`src/hw/rtl/rbb_pkg.sv`:
```
// rbb_pkg: shared types, constants and delay functions of the retry backoff breaker
// no dependencies; used by every module of the block by scoped names

package rbb_pkg;

   localparam int TICK_BITS_DEF = 32;

   localparam int FIELD_W    = 32;
   localparam int OP_W       = 3;
   localparam int IDEL_W     = 8;
   localparam int PDEL_W     = 11;
   localparam int QDEL_W     = 11;
   localparam int MOD200_W   = 8;

   localparam int REQ_DATA_W = 160;
   localparam int REQ_USER_W = 4;
   localparam int RSP_DATA_W = 40;
   localparam int CSR_ADDR_W = 3;
   localparam int CSR_DATA_W = 32;

   // register index, taken from paddr[2]
   localparam logic CSR_INVALID_FORMAT = 1'b0;

   localparam logic [FIELD_W-1:0]  STREAK_MAX    = '1;
   localparam logic [IDEL_W-1:0]   REUSE_DELAY   = 8'd10;
   localparam logic [IDEL_W-1:0]   IFACE_BASE    = 8'd10;
   localparam logic [IDEL_W-1:0]   IFACE_CAP     = 8'd160;
   localparam logic [PDEL_W-1:0]   PROG_BASE     = 11'd25;
   localparam logic [PDEL_W-1:0]   PROG_CAP      = 11'd1600;
   localparam logic [QDEL_W-1:0]   QUAR_FLOOR    = 11'd100;
   localparam logic [FIELD_W-1:0]  IFACE_STEPS   = 32'd5;
   localparam logic [FIELD_W-1:0]  PROG_STEPS    = 32'd6;
   localparam logic [FIELD_W-1:0]  IFACE_LOG_MIN = 32'd5;
   localparam logic [FIELD_W-1:0]  PROG_LOG_MIN  = 32'd8;
   localparam logic [FIELD_W-1:0]  QUAR_LOG_MIN  = 32'd6;
   localparam logic [MOD200_W-1:0] IFACE_LOG_MOD = 8'd199;

   typedef enum logic [OP_W-1:0] {
      OP_PROGRAM_QUERY = 3'd0,
      OP_RETRY_EVAL    = 3'd1,
      OP_IFACE_QUERY   = 3'd2,
      OP_CACHE_HIT     = 3'd3,
      OP_REUSE         = 3'd4,
      OP_FAILURE       = 3'd5
   } op_type;

   typedef struct packed {
      logic [OP_W-1:0]    operation;
      logic [FIELD_W-1:0] now_ticks;
      logic [FIELD_W-1:0] program_id;
      logic               pipeline_exists;
      logic [FIELD_W-1:0] color_fmt;
      logic [FIELD_W-1:0] depth_fmt;
      logic [FIELD_W-1:0] stencil_fmt;
   } item_type;

   typedef struct packed {
      logic              verdict;
      logic              skip_build;
      logic [IDEL_W-1:0] interface_delay;
      logic [PDEL_W-1:0] breaker_delay;
      logic [QDEL_W-1:0] blocked_delay;
      logic              log_interface;
      logic              log_program;
      logic              log_blocked;
   } result_type;

   // streak is at least one here
   function automatic logic [IDEL_W-1:0] iface_delay(input logic [FIELD_W-1:0] streak);
      logic [IDEL_W-1:0] d;
      if (streak > IFACE_STEPS) begin
         d = IFACE_CAP;
      end else begin
         d = IFACE_BASE << (streak[2:0] - 3'd1);
      end
      return d;
   endfunction

   function automatic logic [PDEL_W-1:0] prog_delay(input logic [FIELD_W-1:0] streak);
      logic [PDEL_W-1:0] d;
      if (streak > PROG_STEPS) begin
         d = PROG_CAP;
      end else begin
         d = PROG_BASE << (streak[2:0] - 3'd1);
      end
      return d;
   endfunction

   // eight times the interface delay, clamped below; the upper clamp is never reached
   function automatic logic [QDEL_W-1:0] quar_delay(input logic [IDEL_W-1:0] idel);
      logic [QDEL_W-1:0] d;
      if (idel == IFACE_BASE) begin
         d = QUAR_FLOOR;
      end else begin
         d = {idel, 3'b000};
      end
      return d;
   endfunction

endpackage

```
`src/hw/rtl/retry_backoff_breaker.sv`:
```
// retry_backoff_breaker: retry throttle with exponential backoff and quarantine
// path: an accepted item passes the input register, then the result register, before rsp_tvalid rises
// throughput: one item per cycle; req_tready drops only while a full pipe meets a stalled rsp
// synchronous active-high reset clears all streaks, deadlines, signatures and the config reg
// depends on rbb_pkg, rbb_csr, rbb_engine

module retry_backoff_breaker #(
   parameter int TICK_BITS = rbb_pkg::TICK_BITS_DEF
) (
   input  logic                            clock,
   input  logic                            reset,
   input  logic                            req_tvalid,
   output logic                            req_tready,
   // now_ticks[31:0], program_id[63:32], color_fmt[95:64], depth_fmt[127:96],
   // stencil_fmt[159:128]
   input  logic [rbb_pkg::REQ_DATA_W-1:0]  req_tdata,
   // operation[2:0], pipeline_exists[3]
   input  logic [rbb_pkg::REQ_USER_W-1:0]  req_tuser,
   output logic                            rsp_tvalid,
   input  logic                            rsp_tready,
   // verdict[0], skip_build[1], interface_delay[9:2], breaker_delay[20:10],
   // blocked_delay[31:21], log_interface[32], log_program[33], log_blocked[34], zeros
   output logic [rbb_pkg::RSP_DATA_W-1:0]  rsp_tdata,
   input  logic                            csr_psel,
   input  logic                            csr_penable,
   input  logic                            csr_pwrite,
   input  logic [rbb_pkg::CSR_ADDR_W-1:0]  csr_paddr,
   input  logic [rbb_pkg::CSR_DATA_W-1:0]  csr_pwdata,
   output logic [rbb_pkg::CSR_DATA_W-1:0]  csr_prdata,
   output logic                            csr_pready
);

   logic                        in_valid_ff, in_valid_in;
   rbb_pkg::item_type           in_item_ff;
   rbb_pkg::item_type           req_item;
   logic                        rsp_valid_ff, rsp_valid_in;
   logic [rbb_pkg::RSP_DATA_W-1:0] rsp_data_ff;
   logic                        advance;
   logic                        req_fire;
   rbb_pkg::result_type         result;
   logic [rbb_pkg::FIELD_W-1:0] invalid_format;

   rbb_csr u_csr (
      .clock          (clock),
      .reset          (reset),
      .csr_psel       (csr_psel),
      .csr_penable    (csr_penable),
      .csr_pwrite     (csr_pwrite),
      .csr_paddr      (csr_paddr),
      .csr_pwdata     (csr_pwdata),
      .csr_prdata     (csr_prdata),
      .csr_pready     (csr_pready),
      .invalid_format (invalid_format)
   );

   rbb_engine #(
      .TICK_BITS (TICK_BITS)
   ) u_engine (
      .clock          (clock),
      .reset          (reset),
      .fire           (advance),
      .item           (in_item_ff),
      .invalid_format (invalid_format),
      .result         (result)
   );

   assign req_item.operation       = req_tuser[2:0];
   assign req_item.pipeline_exists = req_tuser[3];
   assign req_item.now_ticks       = req_tdata[31:0];
   assign req_item.program_id      = req_tdata[63:32];
   assign req_item.color_fmt       = req_tdata[95:64];
   assign req_item.depth_fmt       = req_tdata[127:96];
   assign req_item.stencil_fmt     = req_tdata[159:128];

   // state updates as the item moves into the result register
   assign advance    = in_valid_ff && (!rsp_valid_ff || rsp_tready);
   assign req_tready = !in_valid_ff || advance;
   assign req_fire   = req_tvalid && req_tready;

   always_comb begin
      in_valid_in = in_valid_ff;
      if (req_fire) begin
         in_valid_in = 1'b1;
      end else if (advance) begin
         in_valid_in = 1'b0;
      end
      rsp_valid_in = rsp_valid_ff;
      if (advance) begin
         rsp_valid_in = 1'b1;
      end else if (rsp_tready) begin
         rsp_valid_in = 1'b0;
      end
   end

   always_ff @(posedge clock) begin
      if (reset) begin
         in_valid_ff  <= 1'b0;
         rsp_valid_ff <= 1'b0;
      end else begin
         in_valid_ff  <= in_valid_in;
         rsp_valid_ff <= rsp_valid_in;
      end
   end

   always_ff @(posedge clock) begin
      if (req_fire) begin
         in_item_ff <= req_item;
      end
      if (advance) begin
         rsp_data_ff <= {5'b00000, result.log_blocked, result.log_program,
                         result.log_interface, result.blocked_delay, result.breaker_delay,
                         result.interface_delay, result.skip_build, result.verdict};
      end
   end

   assign rsp_tvalid = rsp_valid_ff;
   assign rsp_tdata  = rsp_data_ff;

endmodule

```
`src/hw/rtl/rbb_csr.sv`:
```
// rbb_csr: apb-style configuration register holding the invalid format code
// depends on rbb_pkg

module rbb_csr (
   input  logic                          clock,
   input  logic                          reset,
   input  logic                          csr_psel,
   input  logic                          csr_penable,
   input  logic                          csr_pwrite,
   input  logic [rbb_pkg::CSR_ADDR_W-1:0] csr_paddr,
   input  logic [rbb_pkg::CSR_DATA_W-1:0] csr_pwdata,
   output logic [rbb_pkg::CSR_DATA_W-1:0] csr_prdata,
   output logic                          csr_pready,
   output logic [rbb_pkg::FIELD_W-1:0]    invalid_format
);

   logic [rbb_pkg::FIELD_W-1:0] invalid_format_ff;
   logic [rbb_pkg::FIELD_W-1:0] invalid_format_in;
   logic                        hit;

   assign hit = (csr_paddr[2] == rbb_pkg::CSR_INVALID_FORMAT);

   always_comb begin
      invalid_format_in = invalid_format_ff;
      if (csr_psel && csr_penable && csr_pwrite && csr_pready && hit) begin
         invalid_format_in = csr_pwdata;
      end
   end

   always_ff @(posedge clock) begin
      if (reset) begin
         invalid_format_ff <= '0;
      end else begin
         invalid_format_ff <= invalid_format_in;
      end
   end

   assign csr_pready     = 1'b1;
   assign csr_prdata     = hit ? invalid_format_ff : '0;
   assign invalid_format = invalid_format_ff;

endmodule

```
`src/hw/rtl/rbb_engine.sv`:
```
// rbb_engine: streak, signature and deadline state with the per-item decision logic
// depends on rbb_pkg

module rbb_engine #(
   parameter int TICK_BITS = rbb_pkg::TICK_BITS_DEF
) (
   input  logic                        clock,
   input  logic                        reset,
   input  logic                        fire,
   input  rbb_pkg::item_type           item,
   input  logic [rbb_pkg::FIELD_W-1:0] invalid_format,
   output rbb_pkg::result_type         result
);

   localparam int FW = rbb_pkg::FIELD_W;

   typedef logic [TICK_BITS-1:0] tick_type;

   function automatic tick_type sat_add(input tick_type t,
                                        input logic [rbb_pkg::PDEL_W-1:0] d);
      logic [TICK_BITS:0] s;
      s = {1'b0, t} + {{(TICK_BITS + 1 - rbb_pkg::PDEL_W){1'b0}}, d};
      return s[TICK_BITS] ? '1 : s[TICK_BITS-1:0];
   endfunction

   logic [FW-1:0] sig_program_ff, sig_program_in;
   logic [FW-1:0] sig_color_ff, sig_color_in;
   logic [FW-1:0] sig_depth_ff, sig_depth_in;
   logic [FW-1:0] sig_stencil_ff, sig_stencil_in;
   logic [FW-1:0] sig_streak_ff, sig_streak_in;
   logic [rbb_pkg::MOD200_W-1:0] sig_mod_ff, sig_mod_in;
   tick_type      sig_deadline_ff, sig_deadline_in;
   logic [FW-1:0] breaker_program_ff, breaker_program_in;
   logic [FW-1:0] breaker_streak_ff, breaker_streak_in;
   tick_type      breaker_deadline_ff, breaker_deadline_in;
   logic [FW-1:0] blocked_program_ff, blocked_program_in;
   logic [FW-1:0] blocked_streak_ff, blocked_streak_in;
   tick_type      blocked_deadline_ff, blocked_deadline_in;
   tick_type      retry_deadline_ff, retry_deadline_in;

   logic [TICK_BITS+FW-1:0] now_wide;
   tick_type                now;
   logic                    sig_match;
   logic                    known_prog;
   logic [FW-1:0]           s_streak, b_streak, q_streak;
   logic [rbb_pkg::MOD200_W-1:0] s_mod;
   logic [rbb_pkg::IDEL_W-1:0]   idel;
   logic [rbb_pkg::PDEL_W-1:0]   pdel;
   logic [rbb_pkg::QDEL_W-1:0]   qdel;
   tick_type                s_dl, b_dl, q_dl, reuse_dl;

   // masks or widens the 32-bit time to the counter width
   assign now_wide = {{TICK_BITS{1'b0}}, item.now_ticks};
   assign now      = now_wide[TICK_BITS-1:0];

   assign sig_match = (item.program_id == sig_program_ff) && (item.color_fmt == sig_color_ff) &&
                      (item.depth_fmt == sig_depth_ff) && (item.stencil_fmt == sig_stencil_ff);

   assign known_prog = (item.program_id == sig_program_ff) ||
                       (item.program_id == breaker_program_ff) ||
                       (item.program_id == blocked_program_ff);

   // streaks as they stand after a failure
   always_comb begin
      if (!sig_match) begin
         s_streak = 32'd1;
         s_mod    = 8'd1;
      end else if (sig_streak_ff != rbb_pkg::STREAK_MAX) begin
         s_streak = sig_streak_ff + 32'd1;
         s_mod    = (sig_mod_ff == rbb_pkg::IFACE_LOG_MOD) ? '0 : sig_mod_ff + 8'd1;
      end else begin
         s_streak = sig_streak_ff;
         s_mod    = sig_mod_ff;
      end
      if (breaker_program_ff != item.program_id) begin
         b_streak = 32'd1;
      end else if (breaker_streak_ff != rbb_pkg::STREAK_MAX) begin
         b_streak = breaker_streak_ff + 32'd1;
      end else begin
         b_streak = breaker_streak_ff;
      end
      if (blocked_program_ff != item.program_id) begin
         q_streak = 32'd1;
      end else if (blocked_streak_ff != rbb_pkg::STREAK_MAX) begin
         q_streak = blocked_streak_ff + 32'd1;
      end else begin
         q_streak = blocked_streak_ff;
      end
   end

   assign idel     = rbb_pkg::iface_delay(s_streak);
   assign pdel     = rbb_pkg::prog_delay(b_streak);
   assign qdel     = rbb_pkg::quar_delay(idel);
   assign s_dl     = sat_add(now, {3'b000, idel});
   assign b_dl     = sat_add(now, pdel);
   assign q_dl     = sat_add(now, qdel);
   assign reuse_dl = sat_add(now, {3'b000, rbb_pkg::REUSE_DELAY});

   always_comb begin
      sig_program_in      = sig_program_ff;
      sig_color_in        = sig_color_ff;
      sig_depth_in        = sig_depth_ff;
      sig_stencil_in      = sig_stencil_ff;
      sig_streak_in       = sig_streak_ff;
      sig_mod_in          = sig_mod_ff;
      sig_deadline_in     = sig_deadline_ff;
      breaker_program_in  = breaker_program_ff;
      breaker_streak_in   = breaker_streak_ff;
      breaker_deadline_in = breaker_deadline_ff;
      blocked_program_in  = blocked_program_ff;
      blocked_streak_in   = blocked_streak_ff;
      blocked_deadline_in = blocked_deadline_ff;
      retry_deadline_in   = retry_deadline_ff;
      result              = '0;

      unique case (rbb_pkg::op_type'(item.operation))
         rbb_pkg::OP_PROGRAM_QUERY: begin
            result.verdict = item.pipeline_exists && (item.program_id != '0) &&
                             (item.program_id == breaker_program_ff) &&
                             (now < breaker_deadline_ff);
         end
         rbb_pkg::OP_RETRY_EVAL: begin
            if ((now < retry_deadline_ff) && (item.program_id != '0) && known_prog) begin
               if (item.pipeline_exists) begin
                  result.verdict    = 1'b1;
                  result.skip_build = 1'b1;
               end else begin
                  retry_deadline_in   = '0;
                  breaker_deadline_in = '0;
                  sig_deadline_in     = '0;
               end
            end
         end
         rbb_pkg::OP_IFACE_QUERY: begin
            result.verdict = (now < sig_deadline_ff) && sig_match;
         end
         rbb_pkg::OP_CACHE_HIT: begin
            sig_streak_in   = '0;
            sig_mod_in      = '0;
            sig_program_in  = '0;
            sig_color_in    = invalid_format;
            sig_depth_in    = invalid_format;
            sig_stencil_in  = invalid_format;
            sig_deadline_in = '0;
            if (breaker_program_ff == item.program_id) begin
               breaker_program_in  = '0;
               breaker_deadline_in = '0;
               breaker_streak_in   = '0;
            end
            if (blocked_program_ff == item.program_id) begin
               blocked_program_in  = '0;
               blocked_deadline_in = '0;
               blocked_streak_in   = '0;
            end
         end
         rbb_pkg::OP_REUSE: begin
            sig_program_in    = item.program_id;
            sig_color_in      = item.color_fmt;
            sig_depth_in      = item.depth_fmt;
            sig_stencil_in    = item.stencil_fmt;
            sig_streak_in     = 32'd1;
            sig_mod_in        = 8'd1;
            sig_deadline_in   = reuse_dl;
            retry_deadline_in = reuse_dl;
         end
         rbb_pkg::OP_FAILURE: begin
            sig_program_in      = item.program_id;
            sig_color_in        = item.color_fmt;
            sig_depth_in        = item.depth_fmt;
            sig_stencil_in      = item.stencil_fmt;
            sig_streak_in       = s_streak;
            sig_mod_in          = s_mod;
            sig_deadline_in     = s_dl;
            breaker_program_in  = item.program_id;
            breaker_streak_in   = b_streak;
            breaker_deadline_in = b_dl;
            blocked_program_in  = item.program_id;
            blocked_streak_in   = q_streak;
            blocked_deadline_in = q_dl;
            retry_deadline_in   = (q_dl > s_dl) ? q_dl : s_dl;
            result.interface_delay = idel;
            result.breaker_delay   = pdel;
            result.blocked_delay   = qdel;
            // residue of 200 kept beside the streak; 64 is the low bits
            result.log_interface = (s_streak <= rbb_pkg::IFACE_LOG_MIN) || (s_mod == '0);
            result.log_program   = (b_streak <= rbb_pkg::PROG_LOG_MIN) || (b_streak[5:0] == '0);
            result.log_blocked   = (q_streak <= rbb_pkg::QUAR_LOG_MIN) || (q_streak[5:0] == '0);
         end
         default: begin
         end
      endcase
   end

   always_ff @(posedge clock) begin
      if (reset) begin
         sig_program_ff      <= '0;
         sig_color_ff        <= '0;
         sig_depth_ff        <= '0;
         sig_stencil_ff      <= '0;
         sig_streak_ff       <= '0;
         sig_mod_ff          <= '0;
         sig_deadline_ff     <= '0;
         breaker_program_ff  <= '0;
         breaker_streak_ff   <= '0;
         breaker_deadline_ff <= '0;
         blocked_program_ff  <= '0;
         blocked_streak_ff   <= '0;
         blocked_deadline_ff <= '0;
         retry_deadline_ff   <= '0;
      end else if (fire) begin
         sig_program_ff      <= sig_program_in;
         sig_color_ff        <= sig_color_in;
         sig_depth_ff        <= sig_depth_in;
         sig_stencil_ff      <= sig_stencil_in;
         sig_streak_ff       <= sig_streak_in;
         sig_mod_ff          <= sig_mod_in;
         sig_deadline_ff     <= sig_deadline_in;
         breaker_program_ff  <= breaker_program_in;
         breaker_streak_ff   <= breaker_streak_in;
         breaker_deadline_ff <= breaker_deadline_in;
         blocked_program_ff  <= blocked_program_in;
         blocked_streak_ff   <= blocked_streak_in;
         blocked_deadline_ff <= blocked_deadline_in;
         retry_deadline_ff   <= retry_deadline_in;
      end
   end

endmodule

```
`config.mk`:
```
export PLATFORM = sky130hd
export DESIGN_NAME = retry_backoff_breaker
export DESIGN_NICKNAME = d
export VERILOG_FILES = /design/src/hw/rtl/rbb_pkg.sv /design/src/hw/rtl/retry_backoff_breaker.sv /design/src/hw/rtl/rbb_csr.sv /design/src/hw/rtl/rbb_engine.sv
export SDC_FILE = /design/constraint.sdc
export NUM_CORES = 2
export LEC_CHECK = 0
export CAP_MARGIN = 15
export CORE_UTILIZATION = 50
export DETAILED_ROUTE_END_ITERATION = 8
export DONT_BUFFER_PORTS = 1
export PLACE_DENSITY = 0.64
export SLEW_MARGIN = 10
export SYNTH_ARGS = -nofsm -noshare
export SYNTH_HDL_FRONTEND = slang
export SYNTH_HIERARCHICAL = 1
export SYNTH_SLANG_ARGS = --single-unit
```
`constraint.sdc`:
```
create_clock -name clock -period 6.4 [get_ports clock]
set_input_delay 0.96 -clock clock [delete_from_list [all_inputs] [get_ports clock]]
set_output_delay 0.96 -clock clock [all_outputs]
set_load 0.02 [all_outputs]
```
Yosys cells after proc, flatten, opt, wreduce, memory -nomap -nowiden. Index checks and enable logic that the tools add are counted.

Register bits: 625. Bits of input ports: 206.

Add/subtract/negate cells: 10. Order comparisons: 9. Equality and inequality tests: 24. Shift operators: 2. Multiplexer cells: 42. Bitwise operators: 1. Reduce and logical (&&, ||, !) cells: 45.

Operators by type and width (number): two-way mux 32 bit (16); one-hot mux 32 bit (2 select lines) (8); one-hot mux 32 bit (3 select lines) (3); equality test 32 bit (8); one-hot mux 32 bit (4 select lines) (1); adder 32 x 1 -> 32 bit (second input constant) (3); less-than comparator 32 bit (3); != test 32 bit (second input constant) (3); adder 32 x 11 -> 33 bit (2); > comparator 32 x 3 -> 1 bit (second input constant) (2); <= comparator 32 x 3 -> 1 bit (second input constant) (2); != test 32 bit (2); adder 32 x 4 -> 33 bit (second input constant) (1); adder 32 x 8 -> 33 bit (1); > comparator 32 bit (1); <= comparator 32 x 4 -> 1 bit (second input constant) (1); two-way mux 8 bit (4); nonzero test 32 bit (1); one-hot mux 8 bit (3 select lines) (1); two-way mux 11 bit (2); logical AND 1 bit (14); zero test 6 bit (2); << shifter 5 x 3 -> 11 bit (first input constant) (1); nonzero test 3 bit (3); other kinds (25) (48).

Depth between registers and ports, before layout.
Depth after elaboration: 15. Mapped depth: 32. Gate-level depth less buffers: 27.

Cells and area by module. Netlist, hierarchy kept.

By module, submodules not included: rbb_engine (times used 1, cells each 3757, area each 28190.8 µm², sequential area each 7847.5 µm²); retry_backoff_breaker (times used 1, cells each 215, area each 6120.9 µm², sequential area each 6015.8 µm²); rbb_csr (times used 1, cells each 177, area each 1696.6 µm², sequential area each 640.6 µm²).

Worst setup path after synthesis. No wires, ideal clock.

Kind: reg-to-reg. From: register u_engine.sig_streak_ff[0]. To: register u_engine.retry_deadline_ff[7]. Setup time: 0.133 ns. Data arrival time: 6.754 ns. Data required time: 6.267 ns. Path slack: -0.487 ns. Cell stages (with the launch flop): 31. Path buffers: 4. Period minus slack after synthesis: 6.887 ns. Path through: dfxtp_1 ha_1 buf_2 and4_1 clkbuf_1 nand4_1 or4_1 xor2_1 o2111ai_1 a2111oi_4 a31oi_1 buf_2 nor2_1 ha_1 nor3_1 a2111oi_0 o31a_1 nor2_1 nor2_1 xor2_1 or2_2 ha_1 a211oi_1 nor2_1 o31ai_1 o2111ai_1 o211ai_1 clkbuf_1 nor3b_1 a211oi_1 a21oi_1.

Cells in the longest elaborated chain, start to end: 13. Elaborated cells between the ends (all ways): 17.

Ends and longest elaborated chain: start: declaration (RTL line rbb_engine.sv:30) `logic [FW-1:0] sig_streak_ff, sig_streak_in;`; start signal: assignment (RTL line rbb_engine.sv:215) `sig_streak_ff <= sig_streak_in;`; adder 32 x 1 -> 32 bit / != test 32 bit (equally long branches) (RTL line rbb_engine.sv:69, rbb_engine.sv:68); two-way mux 32 bit (*) (RTL line rbb_engine.sv:68) `end else if (sig_streak_ff != rbb_pkg::STREAK_MAX) begin`; two-way mux 32 bit (*) (RTL line rbb_engine.sv:65) `if (!sig_match) begin`; parallel branches: the longest is 2 deep, another holds > comparator 32 x 3 -> 1 bit; two-way mux 8 bit (*) (RTL line rbb_pkg.sv:71) `if (streak > IFACE_STEPS) begin`; equality test 8 x 4 -> 1 bit (RTL line rbb_pkg.sv:92) `if (idel == IFACE_BASE) begin`; two-way mux 11 bit (RTL line rbb_pkg.sv:92); adder 32 x 11 -> 33 bit (RTL line rbb_engine.sv:22) `s = {1'b0, t} + {{(TICK_BITS + 1 - rbb_pkg::PDEL_W){1'b0}}, d};`; two-way mux 32 bit (RTL line rbb_engine.sv:23) `return s[TICK_BITS] ? '1 : s[TICK_BITS-1:0];`; > comparator 32 bit (RTL line rbb_engine.sv:180) `retry_deadline_in = (q_dl > s_dl) ? q_dl : s_dl;`; two-way mux 32 bit (*) (RTL line rbb_engine.sv:180); one-hot mux 32 bit (3 select lines) (*) (RTL line rbb_engine.sv:116) `unique case (rbb_pkg::op_type'(item.operation))`; end signal: assignment (RTL line rbb_engine.sv:224) `retry_deadline_ff <= retry_deadline_in;`; end: declaration (RTL line rbb_engine.sv:39) `tick_type retry_deadline_ff, retry_deadline_in;`.

Every way passes the cells marked *. A chain may end at the register's enable or synchronous reset.

Worst setup path after layout.
From: register u_engine.sig_streak_ff[1]. To: register u_engine.retry_deadline_ff[0].

The elaborated chain is that of the path after synthesis.

==> reports/summary.log <==
[outcome] outcome complete, but fails checks
[outcome] failing checks negative setup slack
[timing] final count of hold timing violations 0
[layout] fraction of layout cells with a size suffix above 1 16.5%
[yosys] portion of the post-synthesis area used by sequential elements 40.3%
[power_and_ir_drop] clock group share of total power 44.1%
[grt] total global routing track utilization 30.3%
[yosys] average cell area after synthesis 8.68 sq um
[floorplanning] IO Count 281
[setup_path] Largest stage delay, worst path 0.37 ns
[power_and_ir_drop] Net Sw Frac 25.5%
[grt] global-route wire length before repair 176000 microns
[timing] Fmax achieved 0.148 GHz
[timing] slew at the pin closest to its max-slew limit 1.31 ns
[clock_network] number of buffers created by CTS 71
[job] count of max-cap constraint violations 0
[clock_network] htree depth 3
[power_and_ir_drop] leakage component of the power 14.9 nW
[power_and_ir_drop] internal power 7.02 mW
[drt] residual DRC count 0
[placed_design] DP Cell Count 5175
[drt] number of vias per cell after detailed routing 6.01
[drt] detailed-route via count 32216
[timing] worst clock skew 0.0376 ns
[setup_path] critical path class flip-flop to flip-flop
[power_and_ir_drop] Seq pwr share 46.1%
[power_and_ir_drop] maximum resistive drop on vdd 287 uV
[yosys] dominant synthesized flop cell sky130_fd_sc_hd__dfxtp_1
[yosys] number of synthesized flops with an enable pin 199
[setup_path] maximum fanout count along the critical path 8
[setup_path] arrival time at the worst endpoint 7.27 ns
[clock_network] root buf cell sky130_fd_sc_hd__clkbuf_16
[placed_design] Post-Place Worst Slack -0.650 ns
[setup_path] Crit-path slowest cell sky130_fd_sc_hd__a2111oi_4
[power_and_ir_drop] Switching Power 2.41 mW
[drt] DR iter-0 viols 2875
[power_and_ir_drop] Logic pwr share 9.8%
[drt] remaining antenna violation count 0
[timing] count of pins over their slew limit 0
[placed_design] number of port buffers 0
[timing] Finish-stage setup viols 32
[clock_network] clock net sink count 625
[yosys] register bit count reported by yosys 625
[yosys] Cell Area, Synth 0.0360 sq mm
[setup_path] Critical Path Sink Type flip-flop
[layout] Area growth, synth to finish 18.2%
[clock_network] clock tree from TritonCTS done
[grt] residual overflow from global routing 0
[drt] routed wire length per instance 21.3 microns
[layout] final-stage net count 4718
[placed_design] final estimated routing congestion in global placement 0.969
[power_and_ir_drop] Total Power 9.43 mW
[floorplanning] Initial Utilization 50.5%
[timing] clock period minus final worst setup slack 6.77 ns
[drt] final routed wirelength across all metal layers 114000 microns
[hold_path] class of the tightest hold or removal check primary input to flip-flop
[yosys] synthesized netlist cell count 4149
[setup_path] required time at the endpoint of the critical path 6.91 ns
[timing] Setup Total Neg Slack -8.32 ns
[clock_network] maximum count of clock buffers along a single path 3
[setup_path] Worst path most repeated cell sky130_fd_sc_hd__buf_4
[grt] maximum number of pins on one net before global-route repair 431
[clock_network] clock-pin slew of the registers on the worst-case setup and hold paths 0.06 ns
[timing] RSZ-0062 raised after global routing yes
[timing] worst slew slack as a fraction of its limit 11.6%
[floorplanning] vertical extent of the die 270 microns
[floorplanning] Core Area 0.0714 sq mm
[drt] iteration count of the initial detailed-routing pass 8
[yosys] distinct cell type count after synthesis 101
[grt] via count of the first global-routing pass 30179
[placed_design] half-perimeter wire length after detailed placement 78500 microns
[grt] initial antenna violation count 16
[floorplanning] total die area 0.0731 sq mm
[layout] Cell Count, Final, Fillers Out 5363
[timing] post-route worst setup slack -0.367 ns
[power_and_ir_drop] PD cells 222 mW/mm^2
[floorplanning] die boundary width 270 microns
[floorplanning] number of placement rows 98
[setup_path] critical path startpoint category flip-flop
[timing] final period utilization 106%
[layout] final standard cell utilization of the core 59.6%
[yosys] Synth Warn # 6
[clock_network] source-to-sink clock delay at the later pin of the worst-skew pair 0.64 ns
[yosys] share of flip-flops with an asynchronous set or reset 0%
==> sequential cells by signal, summed over array words and instances, names as in the netlist <==
name,cells
u_engine/sig_stencil_ff,32
u_engine/sig_program_ff,32
u_engine/breaker_program_ff,32
u_engine/sig_deadline_ff,32
u_engine/sig_depth_ff,32
u_engine/breaker_streak_ff,32
in_item_ff,164
u_engine/blocked_streak_ff,32
in_valid_ff,1
rsp_tvalid,1
rsp_tdata,35
u_engine/sig_color_ff,32
u_engine/sig_streak_ff,32
u_engine/sig_mod_ff,8
u_csr/invalid_format,32
u_engine/blocked_program_ff,32
u_engine/breaker_deadline_ff,32
u_engine/retry_deadline_ff,32
==> per-layer routing <==
layer | GRT usage (%) | wire (microns)
met4 | 9.46 | 3090
met2 | 49.3 | 53300
met3 | 5.17 | 7520
met5 | 0 | 75
met1 | 40.9 | 50300
==> power by group through the flow <==
stage / combinational [mW] / clock (mW) / sequential (mW)
after global placement: 0.833 / 0 / 4.43
after floorplan: 0.597 / 0 / 4.38
after CTS: 0.898 / 4.24 / 4.35
after detailed placement: 0.841 / 0 / 4.43
final: 0.922 / 4.16 / 4.35
after global routing: 1.00 / 4.40 / 4.36
==> worst max-delay path, delay by kind of cell (launching register included) <==
| family | cells | cell delay, ns |
|---|---|---|
| AOI/OAI and AO/OA | 10 | 2.10 |
| xor gates and xnor gates | 1 | 0.16 |
| adders and majority gates | 3 | 0.64 |
| buffers and inverters | 13 | 1.92 |
| DFF | 1 | 0.35 |
| and+or+nand+nor | 11 | 1.42 |
==> placed cells by master (no fill, tap or decap), drive strengths merged, types with 71 or more instances in the layout <==
master,count
edfxtp,199
xor2,71
nand3,112
ha,162
nand4,129
clkbuf,95
inv,132
o21ai,164
xnor2,238
a31oi,136
nor3,145
dfxtp,426
a21oi,292
buf,431
nor2,249
nand2b,87
nand2,489
==> cells by family after synthesis <==
logic type	after synthesis	share of synthesized area (%)
compound gates	1006	18.2
simple gates	1543	21.6
buf+inv	443	5.09
mux	56	1.57
fa+ha+maj	164	5.74
flops	625	40.3
other cells	3	0.0313
xor+xnor	309	7.52
==> synth_stat cells (31+ instances only) <==
| cell type | count | area, sq um |
|---|---|---|
| sky130_fd_sc_hd__xnor2_1 | 238 | 2080 |
| sky130_fd_sc_hd__a211oi_1 | 43 | 323 |
| sky130_fd_sc_hd__nand2_1 | 489 | 1840 |
| sky130_fd_sc_hd__o211ai_1 | 31 | 233 |
| sky130_fd_sc_hd__nand2b_1 | 87 | 544 |
| sky130_fd_sc_hd__nor2_1 | 249 | 935 |
| sky130_fd_sc_hd__xor2_1 | 71 | 622 |
| sky130_fd_sc_hd__buf_2 | 32 | 160 |
| sky130_fd_sc_hd__a22oi_1 | 42 | 315 |
| sky130_fd_sc_hd__a311oi_1 | 64 | 561 |
| sky130_fd_sc_hd__nand4_1 | 126 | 788 |
| sky130_fd_sc_hd__edfxtp_1 | 199 | 5980 |
| sky130_fd_sc_hd__a21o_1 | 48 | 360 |
| sky130_fd_sc_hd__nor4_1 | 59 | 369 |
| sky130_fd_sc_hd__a31oi_1 | 135 | 845 |
| sky130_fd_sc_hd__o31ai_1 | 37 | 278 |
| sky130_fd_sc_hd__inv_1 | 129 | 484 |
| sky130_fd_sc_hd__and4_1 | 32 | 280 |
| sky130_fd_sc_hd__mux2i_1 | 52 | 521 |
| sky130_fd_sc_hd__nor3_1 | 143 | 716 |
| sky130_fd_sc_hd__nand3_1 | 112 | 561 |
| sky130_fd_sc_hd__nor2b_1 | 47 | 294 |
| sky130_fd_sc_hd__dfxtp_1 | 426 | 8530 |
| sky130_fd_sc_hd__and3_1 | 56 | 350 |
| sky130_fd_sc_hd__o21ai_0 | 162 | 811 |
| sky130_fd_sc_hd__a21oi_1 | 291 | 1460 |
| sky130_fd_sc_hd__ha_1 | 162 | 2030 |
| sky130_fd_sc_hd__clkbuf_1 | 253 | 950 |
==> repair_timing <==
action,4_1_cts,5_1_grt
hold buffers,0,0
pin swaps,85,39
setup endpoints to repair,32,38
buffers inserted,45,7
endpoints found under the hold margin,0,0
resized for setup,142,45
gates cloned,1,0
==> path summary, 6_finish.rpt <==
path,start,endpoint,slack [ns],cells after the start
worst max-delay path,u_engine/sig_streak_ff[1],u_engine/retry_deadline_ff[0],-0.37,38
worst min-delay path,req_tdata[129],in_item_ff[1],0.41,0
worst max register to register,u_engine/sig_streak_ff[1],u_engine/retry_deadline_ff[0],-0.37,38
worst min register to register,u_engine/breaker_deadline_ff[25],u_engine/breaker_deadline_ff[25],0.45,1
==> area by class of cell <==
cell class,count,area [sq um]
Antenna cell,7,17.5
Multi-Input combinational cell,3090,20500
Clock buffer,95,1910
Inverter,129,484
Fill cell,6383,28800
Clock inverter,36,475
Timing Repair Buffer,431,3440
Tap cell,950,1190
Sequential cell,625,14500
==> metrics by stage <==
stage | area (sq um) | hold WS [ns]
after floorplan | 36200 | 0.426
after global placement | 39000 | 0.434
after detailed placement | 39000 | 0.439
after CTS | 42300 | 0.379
after global routing | 42500 | 0.383
final | 42600 | 0.410
(Power assumes the default switching activity.)
